==> config.mk <==
export PLATFORM = sky130hd
export DESIGN_NAME = bhpq_cell
export DESIGN_NICKNAME = d
export VERILOG_FILES = /design/src/sv/bhpq_pkg.sv /design/src/sv/bhpq_cell.sv
export SDC_FILE = /design/constraint.sdc
export NUM_CORES = 1
export LEC_CHECK = 0
export ABC_AREA = 1
export BUFFER_PORTS_ARGS = -buffer_cell sky130_fd_sc_hd__clkbuf_2
export CORE_UTILIZATION = 30
export DETAILED_ROUTE_END_ITERATION = 10
export HOLD_SLACK_MARGIN = 0.1
export PLACE_DENSITY = 0.53
export SLEW_MARGIN = 10
export SYNTH_ARGS = -nofsm -noshare
export SYNTH_HDL_FRONTEND = slang
export SYNTH_SLANG_ARGS = --single-unit
==> constraint.sdc <==
create_clock -name clock -period 6.6 [get_ports clock]
set_input_delay 0.66 -clock clock [delete_from_list [all_inputs] [get_ports clock]]
set_output_delay 0.66 -clock clock [all_outputs]
set_load 0.01 [all_outputs]
==> src/sv/bhpq_pkg.sv <==
// Shared types, constants and the order compare for the binary heap priority queue.
// No dependencies; imported by bhpq_cell, binary_heap_priority_queue_top and the testbench.
package bhpq_pkg;

   localparam int CAPACITY_DEFAULT = 64;
   localparam int DATA_W           = 32;
   localparam int STATUS_W         = 2;
   localparam int FILL_W           = 7;

   typedef logic [STATUS_W-1:0] status_type;

   localparam status_type STATUS_OK    = 2'd0;
   localparam status_type STATUS_EMPTY = 2'd1;
   localparam status_type STATUS_FULL  = 2'd2;

   localparam logic CMD_INSERT = 1'b0;
   localparam logic CMD_REMOVE = 1'b1;

   localparam logic ORDER_MIN = 1'b0;
   localparam logic ORDER_MAX = 1'b1;

   typedef struct packed {
      logic do_insert;
      logic do_remove;
      logic sorting;
      logic phase_odd;
      logic order;
   } cell_ctrl_type;

   // true when a belongs nearer the root than b
   function automatic logic beats(input logic order,
                                  input logic signed [DATA_W-1:0] a,
                                  input logic signed [DATA_W-1:0] b);
      logic result;
      if (order == ORDER_MAX) begin
         result = a > b;
      end else begin
         result = a < b;
      end
      return result;
   endfunction

endpackage

==> src/sv/bhpq_cell.sv <==
// One slot of the sorted cell row: holds a value and a valid bit, trades with neighbors.
// Depends on bhpq_pkg for the control struct and the order compare.
module bhpq_cell (
   input  logic                                clock,
   input  logic                                reset,
   input  bhpq_pkg::cell_ctrl_type             ctrl,
   input  logic signed [bhpq_pkg::DATA_W-1:0]  ins_value,
   input  logic                                is_head,
   input  logic                                pos_odd,
   input  logic signed [bhpq_pkg::DATA_W-1:0]  left_value,
   input  logic                                left_valid,
   input  logic                                left_goes,
   input  logic signed [bhpq_pkg::DATA_W-1:0]  right_value,
   input  logic                                right_valid,
   input  logic                                right_swap,
   output logic signed [bhpq_pkg::DATA_W-1:0]  value,
   output logic                                valid,
   output logic                                goes,
   output logic                                swap_up
);
   import bhpq_pkg::*;

   logic signed [DATA_W-1:0] value_ff;
   logic signed [DATA_W-1:0] value_in;
   logic                     valid_ff;
   logic                     valid_in;

   always_comb begin
      goes    = !valid_ff || beats(ctrl.order, ins_value, value_ff);
      swap_up = !is_head && valid_ff && left_valid && beats(ctrl.order, value_ff, left_value);
      value_in = value_ff;
      valid_in = valid_ff;
      if (ctrl.sorting) begin
         if (pos_odd == ctrl.phase_odd) begin
            if (right_swap) begin
               value_in = right_value;
            end
         end else if (swap_up) begin
            value_in = left_value;
         end
      end else if (ctrl.do_insert) begin
         valid_in = valid_ff || is_head || left_valid;
         if (left_goes) begin
            value_in = left_value;
         end else if (goes) begin
            value_in = ins_value;
         end
      end else if (ctrl.do_remove) begin
         value_in = right_value;
         valid_in = right_valid;
      end
   end

   always_ff @(posedge clock) begin
      value_ff <= value_in;
      if (reset) begin
         valid_ff <= 1'b0;
      end else begin
         valid_ff <= valid_in;
      end
   end

   assign value = value_ff;
   assign valid = valid_ff;

endmodule

* Yosys cells after proc, flatten, opt, wreduce, memory -nomap -nowiden
Index checks and enable logic that the tools add are counted.
** Operators by class
- $lt $le $gt $ge :: 4
- Bitwise logic cells :: 1
- Equality and inequality tests :: 4
- Mux-type cells :: 12
- Reduce and logical (&&, ||, !) cells :: 12
** Operator list (count)
- $mux 32 :: 8
- $gt 32x32->1 :: 2
- $lt 32x32->1 :: 2
- $mux 1 :: 4
- $ne 4x2->1 const B :: 1
- $reduce_and 4->1 :: 1
- $logic_and 1x1->1 :: 3
- $logic_or 1x1->1 :: 3
- $ne 3x1->1 const B :: 1
- $ne 3x3->1 const B :: 1
- $reduce_bool 3->1 :: 1
- $logic_not 1->1 :: 2
- $reduce_and 2->1 :: 1
- $reduce_bool 2->1 :: 1
- $eq 1x1->1 :: 1
- $not 1->1 :: 1
** Word-level totals
- Input bits :: 109
- Word-level logic and storage cells :: 35
- Bits in registers :: 33

* Longest topological paths before layout
- Word-level depth :: 7
- Gate-level depth with buffers :: 19
- Mapped depth without buffers :: 19

* Least setup slack after synthesis
No wires, ideal clock.
- Kind :: input-to-reg
- From :: in left_value[31] in the netlist's numbering
- To :: reg value_ff[0] (netlist: value[0]) (enable)
- Arrival time :: 3296 ps
- Data required time :: 6178 ps
- Slack :: 2882 ps
- Setup time :: 422 ps
- Buffers on the path :: 0
- Cell stages on the path :: 14
- Cell sequence :: inv_1 -> ha_1 -> nand2_1 -> nor2_2 -> nand2_2 -> nor3b_2 -> nand2_2 -> nand2_2 -> nand2_1 -> nand3_2 -> nand3_2 -> nor2_2 -> nor2_1 -> nor2_1
** On the way
- Longest elaborated chain between the ends :: 5
- Elaborated cells between the ends (all ways) :: 6
- Those cells by class :: 2 x order compare; 1 x eq/ne; 1 x mux; 2 x reduce/logical
** Ends and longest elaborated chain
- from (decl) :: RTL line bhpq_cell.sv:10 : input logic signed [bhpq_pkg::DATA_W-1:0] left_value,
- $lt 32x32->1 / $gt 32x32->1 (equally long branches) :: RTL line bhpq_pkg.sv:38, bhpq_pkg.sv:36
- $mux 1 (*) :: RTL line bhpq_pkg.sv:35 : if (order == ORDER_MAX) begin
- $logic_and 1x1->1 (*) :: RTL line bhpq_cell.sv:30 : swap_up = !is_head && valid_ff && left_valid && beats(ctrl.order, value_ff, left_value);
- $ne 3x1->1 (no line) (*)
- $reduce_and 4->1 (no line) (*)
- to (signal assigned) :: RTL line bhpq_cell.sv:55 : value_ff <= value_in;
- to (decl) :: RTL line bhpq_cell.sv:23 : logic signed [DATA_W-1:0] value_ff;
Every way passes the cells marked *; elsewhere a longest branch is shown, timed or not.
A chain may end at the register's enable or synchronous reset.

* Final worst setup path
- From :: in ctrl[1] in the netlist's numbering
- To :: reg value_ff[20] (netlist: value[20]) (enable)
** On the way
- Longest elaborated chain between the ends :: 3
- Elaborated cells between the ends (all ways) :: 4
- Those cells by class :: 3 x eq/ne; 1 x reduce/logical
** Ends and longest elaborated chain
- from (decl) :: RTL line bhpq_cell.sv:6 : input bhpq_pkg::cell_ctrl_type ctrl,
- $eq 1x1->1 (*) :: RTL line bhpq_cell.sv:34 : if (pos_odd == ctrl.phase_odd) begin
- $ne 3x1->1 (no line) / $ne 3x3->1 (equally long branches)
- $reduce_and 4->1 (no line) (*)
Marks and branches as above.

==> out/summary.log <==
[final_layout] post-layout net count 871
[detailed_routing] routed vias 4365
[power] share of power burned in registers 33.6%
[power] clock share of power 27.1%
[floorplan] starting density of the core 31.2%
[synth] area fraction in and, or, nand and nor cells after synthesis 17.7%
[sta] final cycle utilization of the critical path 53.9%
[synth] main combinational cell family by area after synthesis compound AO/OA/AOI/OAI gates
[floorplan] area enclosed by the die boundary 0.0138 sq mm
[clocking] clock buffer depth 2
[setup_path] Reg2Reg Depth 14
[grt] vias in the first global route 4259
[detailed_routing] count of unresolved DRC violations after routing 0
[clocking] clock tree from TritonCTS yes
[synth] Mapped Nets 744
[setup_path] startpoint of the most critical register-to-register path value[15]
[synth] count of flip-flops with a built-in enable after synthesis 32
[sta] setup_tns 0 ns
[placement] Port Buffers 143
[synth] share of synthesized cell area in full adder, half adder and majority cells 20.1%
[synth] post-synthesis sequential element count 33
[detailed_routing] Final Routed Wirelength 12600 microns
[grt] overall track demand over capacity in global routing 18.3%
[power] part of the total power dissipated in combinational logic 39.3%
[setup_path] peak fanout along the critical path 34
[setup_path] crit start category input pin
[synth] synth warn 0
[clocking] clock-pin slew on the worst setup and hold paths 0.05 ns
[final_layout] layout cells sized above 1 24.6%
[placement] weighted congestion at the end of routability-driven global placement 0.817
[synth] post-synthesis xor/xnor area fraction 0%
[sta] Fmax achieved 0.281 GHz
[floorplan] Die Ht 117 microns
[final_layout] diode count 0
[setup_path] CP endpoint value[20]
[final_layout] Finished Core Util 39.1%
[synth] share of cell area taken by muxes after synthesis 0%
[power] net switching power figure 0.000314 W
[sta] worst hold slack 0.542 ns
[setup_path] nature of the critical path endpoint flip-flop
[setup_path] Crit Path Category input pin to flip-flop
[synth] share of the synthesized area in compound gates (AO/OA/AOI/OAI) 27.1%
[clocking] number of H-tree levels 2
[grt] total congestion overflow after global routing 0
[setup_path] Data required, critical path 6.50 ns
[sta] crit path setup slack, layout 3.04 ns
[synth] syn_area_per_cell 6.99 sq um
[power] Switching Share 37.0%
[clocking] clock latency on the worst-skew pair 0.28 ns
[clocking] PostCTS Resize Cnt 0
[placement] dpl hpwl 9760 microns
[synth] post-synthesis sequential area ratio 24.6%
[final_layout] synth-to-layout area growth 25.2%
[final_layout] fillcell total 1375
[detailed_routing] detail-routed via count per cell 5.01
[grt] number of antenna violations at the first check in global routing 0
[detailed_routing] antenna-violating nets left 0
[power] internal cell power 0.000536 W
[floorplan] die width 117 microns
[sta] pin slew with the least headroom to its limit 1.13 ns
[synth] gate count after technology mapping 571
[clocking] cts bufs inserted 5
[setup_path] worst reg2reg endpoint value[20]
[grt] wire length of the first global-routing pass 20300 microns
[clocking] hold buffer count at CTS 0
[synth] Post-Syn Area 0.00399 sq mm
[placement] setup slack at placement 2.71 ns
[synth] number of different library cells in the post-synthesis netlist 35
[power] leakage 2.57 nW
[detailed_routing] number of iterations in the first detailed-routing pass 5
[sta] Relative slew margins 24.5%
[detailed_routing] initial detailed-routing violation count 279
[sta] count of endpoints failing hold in the final timing report 0
[detailed_routing] average wire per standard cell 14.4 microns
[setup_path] arrival time at the worst endpoint 3.46 ns
[sta] final count of negative-setup-slack endpoints 0
[final_layout] Post-Layout Cell Count 871
[run] reported max-cap violation count 0
[grt] pin count of the biggest net entering global routing 69
[sta] Final Slew Violations 0
[sta] final clock skew 0.00504 ns
[power] power density cells 170 mW/mm^2
[clocking] number of clock sinks seen by CTS 33
[sta] unrepaired setup endpoints after global routing no
[clocking] clk root buf clkbuf_16
[min_path] type of the most critical hold path flip-flop to flip-flop
[setup_path] startpoint of the worst setup timing path ctrl[1]
[placement] Placed Cells incl. Taps 863
[synth] proportion of register bits with asynchronous set or reset after synthesis 0%
[synth] most common flop cell mapped by yosys edfxtp_1
[floorplan] std cell rows 41
[sta] minimum period implied by the final worst setup slack 3.56 ns
[power] maximum resistive drop on vdd 81.1 uV
[clocking] post-CTS setup repair buffer count 0
[floorplan] Core Area 0.0128 sq mm
[floorplan] number of placed I/O pins 144
[outcome] run status finished clean
[setup_path] register-to-register setup slack 3.53 ns
final cells by class:
type / instances / area [sq um] / area share (%)
Sequential cell: 33 / 981 / 19.6
Multi-Input combinational cell: 426 / 2590 / 51.9
Clock inverter: 3 / 17.5 / 0.351
Timing Repair Buffer: 146 / 738 / 14.8
Inverter: 86 / 323 / 6.47
Clock buffer: 5 / 125 / 2.51
Tap cell: 172 / 215 / 4.31
how the worst min path moves through the flow:
stage	from	endpoint	slack, ns	cells after the start
floorplan	valid	valid	0.53	2
global placement	valid	valid	0.53	2
detailed placement	valid	valid	0.53	2
CTS	valid	valid	0.54	2
global route	valid	valid	0.57	2
finish	valid	valid	0.54	2
stage by stage:
step                      power, W  cell area (sq um)
final                     0.000850               4990
after global routing      0.000914               4990
after CTS                 0.000858               4990
after detailed placement  0.000626               4850
after global placement    0.000617               4850
after floorplan           0.000498               3990
logic make-up after synthesis:
logic type	after synthesis
DFF	33
buffers and inverters	112
and+or+nand+nor	160
adders and majority gates	64
AOI/OAI and AO/OA	202
flip-flops by register name, summed over array words and instances (netlist names):
name and count:
value 32, valid 1
layout by cell type, fill, tap and decap left out, types with 2 or more instances in the layout:
cell type and count:
o22ai_1 31, clkinv_2 2, nand3_2 3, a21oi_1 60, nand4_1 4, buf_4 3
inv_1 82, o21ai_0 95, nand3_1 9, clkbuf_2 143, nor2_2 3, nor2_1 51
nand2_2 4, nor2_4 2, o21ai_1 5, edfxtp_1 32, clkbuf_16 5, clkinv_1 3
nor3_1 4, nand2_1 74, o21a_1 4, ha_1 64
critical path, stage by stage:
cell and delay, ns:
clkbuf_2 0.08, inv_1 0.04, or2_2 0.27, nand2_2 0.55
inv_1 0.73, nor2_2 0.27, nor2_1 0.08, nor2_4 0.75
cells in the mapped netlist (2+ instances only):
| master | n | share of area (%) |
|---|---|---|
| o21ai_0 | 95 | 12 |
| inv_1 | 82 | 7.7 |
| nand2_1 | 74 | 7.0 |
| ha_1 | 64 | 20 |
| a21oi_1 | 60 | 7.5 |
| nor2_1 | 52 | 4.9 |
| edfxtp_1 | 32 | 24 |
| o22ai_1 | 31 | 4.9 |
| clkbuf_1 | 24 | 2.3 |
| nand3_1 | 9 | 1.1 |
| o21ai_1 | 5 | 0.63 |
| nand2_2 | 4 | 0.63 |
| nand4_1 | 4 | 0.63 |
| nor3_1 | 4 | 0.50 |
| o21a_1 | 4 | 0.75 |
| clkinv_1 | 3 | 0.28 |
| nand3_2 | 3 | 0.75 |
| nor2_2 | 3 | 0.47 |
| buf_2 | 2 | 0.25 |
metal layers:
metal	vias to the layer above	routed length, microns	global-route usage (%)
met1	1975	5830	23.1
met5	-	0	0
met4	0	172	4.22
li1	2232	-	-
met2	146	5910	32.3
met3	12	668	3.16
power by group through the flow:
stage | sequential, W | combinational, W | clock [W]
global placement | 0.000290 | 0.000327 | 0
CTS | 0.000286 | 0.000338 | 0.000234
floorplan | 0.000295 | 0.000203 | 0
finish | 0.000285 | 0.000334 | 0.000230
detailed placement | 0.000291 | 0.000336 | 0
global route | 0.000289 | 0.000384 | 0.000241
No activity file was read; power rests on OpenSTA's default activity.
